===== src/rtl/lmsd_pkg.sv =====
// lmsd_pkg: shared types, constants and codes for the lightmap accumulator
// used by lmsd_lane, lmsd_falloff and the top level
package lmsd_pkg;

   localparam int MAX_SIDE    = 18;
   localparam int SIDE_W      = 5;
   localparam int TEXELS      = MAX_SIDE * MAX_SIDE;
   localparam int ADDR_W      = $clog2(TEXELS);
   localparam int CNT_W       = $clog2(TEXELS + 1);
   localparam int TABLE_DEPTH = 8192;
   localparam int TBL_W       = $clog2(TABLE_DEPTH);
   localparam int RECIP_W     = 14;
   localparam int DIV_STAGES  = RECIP_W;
   localparam int FALL_LAT    = DIV_STAGES + 2;
   localparam int DRAIN_W     = 5;
   localparam logic [DRAIN_W-1:0] LIGHT_DRAIN = DRAIN_W'(FALL_LAT + 1);
   localparam logic [RECIP_W-1:0] RECIP_ZERO  = RECIP_W'(1048576 >> 7);
   localparam logic [RECIP_W-1:0] RECIP_NUM   = RECIP_W'(1048576 >> 7);
   localparam logic [20:0] MAXD_LIMIT = 21'd1048576;

   typedef enum logic [1:0] {
      CMD_START = 2'd0,
      CMD_STYLE = 2'd1,
      CMD_LIGHT = 2'd2,
      CMD_READ  = 2'd3
   } cmd_type;

   typedef enum logic [2:0] {
      LOP_NONE,
      LOP_FILL,
      LOP_STYLE,
      LOP_LIGHT,
      LOP_READ
   } lane_op_type;

   typedef enum logic [2:0] {
      ST_IDLE,
      ST_FILL,
      ST_LIGHT,
      ST_DRAIN,
      ST_WAIT
   } state_type;

   typedef struct packed {
      cmd_type            command;
      logic [4:0]         width;
      logic [4:0]         height;
      logic               no_light_data;
      logic [20:0]        factor;
      logic [21:0]        channel_a;
      logic [21:0]        channel_b;
      logic [21:0]        channel_c;
      logic signed [15:0] light_s;
      logic signed [15:0] light_t;
      logic [20:0]        dist_sq;
   } req_data_type;

   typedef struct packed {
      logic [7:0] out_r;
      logic [7:0] out_g;
      logic [7:0] out_b;
      logic [7:0] out_a;
      logic       last;
   } rsp_data_type;

   typedef struct packed {
      lane_op_type       op;
      logic [ADDR_W-1:0] addr;
      logic [21:0]       ch;
      logic [20:0]       mult;
      logic              ones;
   } lane_req_type;

   typedef struct packed {
      logic        valid;
      logic [31:0] data;
   } lane_rsp_type;

   typedef struct packed {
      logic               valid;
      logic signed [16:0] ds;
      logic signed [16:0] dt;
      logic [20:0]        dsq;
      logic [20:0]        maxd;
      logic [ADDR_W-1:0]  addr;
   } fall_in_type;

   typedef struct packed {
      logic               valid;
      logic               lit;
      logic [RECIP_W-1:0] recip;
      logic [ADDR_W-1:0]  addr;
   } fall_out_type;

endpackage


===== src/rtl/lmsd_falloff.sv =====
// lmsd_falloff: pipelined radial falloff, squares, range test and reciprocal
// by a one-bit-per-stage divider; depends on lmsd_pkg
module lmsd_falloff (
   input  logic                  clock,
   input  logic                  reset,
   input  lmsd_pkg::fall_in_type  fall_in,
   output lmsd_pkg::fall_out_type fall_out
);
   import lmsd_pkg::*;

   logic               v1_ff;
   logic [30:0]        sqs_ff;
   logic [30:0]        sqt_ff;
   logic [20:0]        dist_ff;
   logic [20:0]        maxd_ff;
   logic [ADDR_W-1:0]  addr1_ff;
   logic signed [33:0] sqs_full;
   logic signed [33:0] sqt_full;
   logic [31:0]        sum;

   logic               dv_ff   [0:DIV_STAGES];
   logic               dlit_ff [0:DIV_STAGES];
   logic [TBL_W-1:0]   dn_ff   [0:DIV_STAGES];
   logic [TBL_W-1:0]   dr_ff   [0:DIV_STAGES];
   logic [RECIP_W-1:0] dq_ff   [0:DIV_STAGES];
   logic [ADDR_W-1:0]  da_ff   [0:DIV_STAGES];
   logic [TBL_W:0]     rsh     [1:DIV_STAGES];
   logic               ge      [1:DIV_STAGES];

   assign sqs_full = fall_in.ds * fall_in.ds;
   assign sqt_full = fall_in.dt * fall_in.dt;
   assign sum = 32'(sqs_ff) + 32'(sqt_ff) + 32'(dist_ff);

   always_comb begin
      for (int i = 1; i <= DIV_STAGES; i++) begin
         rsh[i] = {dr_ff[i-1], RECIP_NUM[DIV_STAGES-i]};
         ge[i]  = (rsh[i] >= {1'b0, dn_ff[i-1]});
      end
   end

   always_ff @(posedge clock) begin
      if (reset) begin
         v1_ff <= 1'b0;
         for (int i = 0; i <= DIV_STAGES; i++) begin
            dv_ff[i] <= 1'b0;
         end
      end else begin
         v1_ff    <= fall_in.valid;
         dv_ff[0] <= v1_ff;
         for (int i = 1; i <= DIV_STAGES; i++) begin
            dv_ff[i] <= dv_ff[i-1];
         end
      end
      sqs_ff     <= sqs_full[30:0];
      sqt_ff     <= sqt_full[30:0];
      dist_ff    <= fall_in.dsq;
      maxd_ff    <= fall_in.maxd;
      addr1_ff   <= fall_in.addr;
      dlit_ff[0] <= (sum < {11'b0, maxd_ff});
      dn_ff[0]   <= sum[TBL_W+6:7];
      dr_ff[0]   <= '0;
      dq_ff[0]   <= '0;
      da_ff[0]   <= addr1_ff;
      for (int i = 1; i <= DIV_STAGES; i++) begin
         dlit_ff[i] <= dlit_ff[i-1];
         dn_ff[i]   <= dn_ff[i-1];
         da_ff[i]   <= da_ff[i-1];
         dq_ff[i]   <= {dq_ff[i-1][RECIP_W-2:0], ge[i]};
         dr_ff[i]   <= ge[i] ? TBL_W'(rsh[i] - {1'b0, dn_ff[i-1]}) : rsh[i][TBL_W-1:0];
      end
   end

   assign fall_out.valid = dv_ff[DIV_STAGES];
   assign fall_out.lit   = dlit_ff[DIV_STAGES];
   assign fall_out.recip = (dn_ff[DIV_STAGES] == '0) ? RECIP_ZERO : dq_ff[DIV_STAGES];
   assign fall_out.addr  = da_ff[DIV_STAGES];

endmodule


===== config.mk =====
export PLATFORM = sky130hd
export DESIGN_NAME = lmsd_falloff
export DESIGN_NICKNAME = d
export VERILOG_FILES = /design/src/rtl/lmsd_pkg.sv /design/src/rtl/lmsd_falloff.sv
export SDC_FILE = /design/constraint.sdc
export NUM_CORES = 2
export LEC_CHECK = 0
export BUFFER_PORTS_ARGS = -buffer_cell sky130_fd_sc_hd__buf_4
export CAP_MARGIN = 20
export CORE_MARGIN = 4
export CORE_UTILIZATION = 40
export CTS_CLUSTER_SIZE = 25
export DETAILED_ROUTE_END_ITERATION = 12
export GPL_TIMING_DRIVEN = 0
export PLACE_DENSITY_LB_ADDON = 0.1
export SYNTH_ARGS = -nofsm -noshare
export SYNTH_HDL_FRONTEND = slang
export SYNTH_SLANG_ARGS = --single-unit

===== constraint.sdc =====
create_clock -name clock -period 10.75 [get_ports clock]
set_clock_uncertainty 0.2 [all_clocks]
set_input_delay 0.5375 -clock clock [delete_from_list [all_inputs] [get_ports clock]]
set_output_delay 0.5375 -clock clock [all_outputs]
set_load 0.005 [all_outputs]

==> metrics.csv <==
stage,metric,value,unit
synthesis,Yosys cell types,72,
timing,fmax,131,MHz
critical_path,Worst setup SP type,primary input,
drt,Antenna Nets Post-Route,0,
drt,drt first pass iters,5,
hold_path,WHS Path Cells,0,
timing,Slew Limit Headroom,37.0,%
floorplanning,Core ar.,111000,µm²
synthesis,syn_area_per_cell,10.2,µm²
clocking,clk_lat worst skew,0.65,ns
critical_path,critical path data arrival time,8.00,ns
place,GPL Wtd Cong,0.887,
global_routing,first-pass GRT wire length,162,mm
place,PortBufs,112,
synthesis,Synth area leader,dfxtp_1,
clocking,Inserted Clock Buffers,84,
drt,Post-route DRC,0,
global_routing,initial antenna violation count,1,
drt,Routed WL,98.3,mm
global_routing,GRT Total Usage,17.4,%
global_routing,number of global-route vias before repair,30400,
floorplanning,Die ar.,118000,µm²
synthesis,post-synthesis instance total,4402,
drt,initial DRC count,1053,
cells_and_area,# nets final,5661,
global_routing,grt total ovfl,0,
synthesis,post-synthesis sequential area ratio,33.1,%
run,total of max-cap violations,0,
clocking,CTS resizes,0,
drt,routed vias,28700,
floorplanning,Die Wd,344,µm
cells_and_area,area of the multi-input gates,26300,µm²
floorplanning,io pins,113,
critical_path,Worst R2R Path Depth,20,
floorplanning,Die Height,344,µm
timing,min Tclk post-route,7.66,ns
critical_path,Worst EP required,11.09,ns
synthesis,Post-Syn Area,45100,µm²
timing,Setup-failing EPs final,0,
clocking,TritonCTS clock tree,done,
clocking,clock sinks,746,
timing,TNS Setup,0,ns
drt,Via density,4.61,
critical_path,crit path capture type,register,
place,Detail Placement HPWL,80.5,mm
clocking,Worst-path clk slew,0.06,ns
synthesis,"Primary FF master, synth",dfxtp_1,
synthesis,async set or reset register ratio after synthesis,0,%
cells_and_area,share of layout cells above drive strength 1,8.49,%
synthesis,syn_nets,5407,
critical_path,Worst Path Max Fanout,10,
timing,Pins Over Slew Limit,0,
timing,Final period util,71.2,%
cells_and_area,FF/Latch Area,14900,µm²
critical_path,Setup CP Type,in2reg,
timing,Hold Fails Final Rpt,0,
floorplanning,row count,122,
run_status,status,finished clean,
global_routing,largest net degree at the start of global routing,15,
timing,Slew @ Worst Pin,0.944,ns
synthesis,Synthesis Warnings,0,
clocking,maximum clock path buffer count,3,
timing,RSZ-0062 raised after global routing,no,
synthesis,leading post-synthesis cells by cell area,"dfxtp_1, fa_1, ha_1, inv_1, xnor2_1",
synthesis,#FFs+latches synth,746,
cells_and_area,Area Overhead vs Synth,13.7,%
synthesis,share of the synthesized area in the top cell type,33.1,%
drt,Wirelength per Cell,15.8,µm
clocking,CTS root buf,clkbuf_16,
synthesis,Post-synth EDFFs,0,
floorplanning,Initial Util,40.5,%
cells_and_area,Filler cells,10700,
clocking,H-tree depth,3,
hold_path,Min-Delay Path Class,reg2reg,
worst max-delay path, cell delays in order:
cell	delay, ns
buf_4	0.10
clkbuf_1	0.42
clkbuf_1	0.59
nand2_1	0.17
fa_1	0.62
inv_1	0.07
fa_1	0.52
inv_1	0.06
fa_1	0.47
inv_1	0.05
fa_1	0.50
fa_1	0.54
inv_1	0.05
fa_1	0.52
inv_1	0.04
ha_1	0.39
a21o_1	0.27
a31oi_1	0.20
o221a_2	0.22
o31ai_1	0.12
a2111oi_0	0.58
o31ai_1	0.28
a211o_1	0.31
a21oi_1	0.17
xnor2_1	0.17
cell type report:
| type | instances | share of cell area (%) |
|---|---|---|
| inverters | 915 | 6.71 |
| clock buffers | 111 | 4.60 |
| plain buffers | 78 | 0.682 |
| diodes | 1 | 0.00489 |
| repair buffers | 168 | 2.74 |
| multi-input cells | 2663 | 51.4 |
| clock inverters | 43 | 1.04 |
| flip-flops and latches | 746 | 29.2 |
| well taps | 1488 | 3.63 |
per-stage QoR:
step | instances | cell area, µm² | setup slack (ns) | hold slack, ns | utilization (%)
3_5_place_dp | 6002 | 47800 | 2.44 | 0.112 | 42.9
2_1_floorplan | 4402 | 45100 | 3.89 | 0.110 | -
4_1_cts | 6212 | 51200 | 3.13 | 0.106 | 46.0
5_1_grt | 6212 | 51200 | 2.69 | 0.115 | 46.0
6_report | 6213 | 51200 | 3.09 | 0.101 | 46.0
3_3_place_gp | 6002 | 47800 | 2.45 | 0.110 | 42.9
worst paths after layout:
kind	end	start	slack (ns)
hold reg to reg	da_ff[1][47]$_DFF_P_	da_ff[1][38]$_DFF_P_	0.10
setup reg to reg	dlit_ff[0]$_DFF_P_	dist_ff[2]$_DFF_P_	4.93
hold / removal	da_ff[1][47]$_DFF_P_	da_ff[1][38]$_DFF_P_	0.10
setup / recovery	sqs_ff[29]$_DFF_P_	fall_in[73]	3.09
cells in the mapped netlist (all sizes together) (67+ instances only):
cell,n
mux2,78
inv,915
nor2b,67
xnor2,149
nor2,169
ha,389
dfxtp,746
fa,528
and2,139
a21oi,185
o21ai,105
nand2,273
a21o,76
routing by layer:
| layer | wire [µm] | global-route usage [%] | up-vias |
|---|---|---|---|
| met4 | 2680 | 4.89 | 0 |
| met3 | 3940 | 2.75 | 145 |
| met2 | 45600 | 28.8 | 416 |
| met5 | 0 | 0 | - |
| met1 | 46100 | 23.6 | 13700 |
| li1 | - | - | 14400 |
state kept, by name (all words and copies together) (netlist names):
signal / count
addr1_ff: 9
v1_ff: 1
dq_ff: 105
sqs_ff: 30
dv_ff: 15
dlit_ff: 15
da_ff: 135
maxd_ff: 21
dn_ff: 195
dr_ff: 169
dist_ff: 21
sqt_ff: 30
timing repair:
| item | in CTS | in global routing |
|---|---|---|
| hold endpoints to repair | 59 | 0 |
| hold buffers | 56 | 0 |
| setup buffers | 0 | 0 |
placed cells by master (no fill, tap or decap), types with 18 or more instances in the layout:
| master | Yosys | final |
|---|---|---|
| a21boi_0 | 26 | 26 |
| a21o_1 | 71 | 71 |
| a21oi_1 | 184 | 184 |
| a31o_2 | 19 | 19 |
| and2_1 | 139 | 139 |
| buf_4 | 12 | 124 |
| clkbuf_1 | 61 | 74 |
| clkbuf_16 | 0 | 85 |
| clkinv_2 | 0 | 18 |
| dfxtp_1 | 746 | 746 |
| dlygate4sd3_1 | 0 | 56 |
| fa_1 | 528 | 528 |
| ha_1 | 389 | 389 |
| inv_1 | 913 | 913 |
| mux2_2 | 78 | 78 |
| nand2_1 | 273 | 273 |
| nand2b_1 | 23 | 23 |
| nand3_1 | 40 | 40 |
| nand4_1 | 24 | 24 |
| nor2_1 | 169 | 169 |
| nor2b_1 | 66 | 66 |
| nor3_1 | 47 | 47 |
| nor4_1 | 18 | 18 |
| o21a_1 | 30 | 30 |
| o21ai_0 | 94 | 94 |
| o31ai_1 | 18 | 18 |
| or3_1 | 28 | 28 |
| xnor2_1 | 149 | 149 |
| xor2_1 | 66 | 66 |
logic make-up after synthesis:
family	count (synthesis)	synth area share (%)
buf+inv	993	8.40
xor+xnor	215	4.18
flops	746	33.1
simple gates	871	9.49
other cells	2	0.0167
mux	90	2.22
fa+ha+maj	917	34.3
compound gates	568	8.31
Power is left out: the tool's default activity adds up to more than one toggle a clock period on the data nets, which glitch-free logic cannot reach.
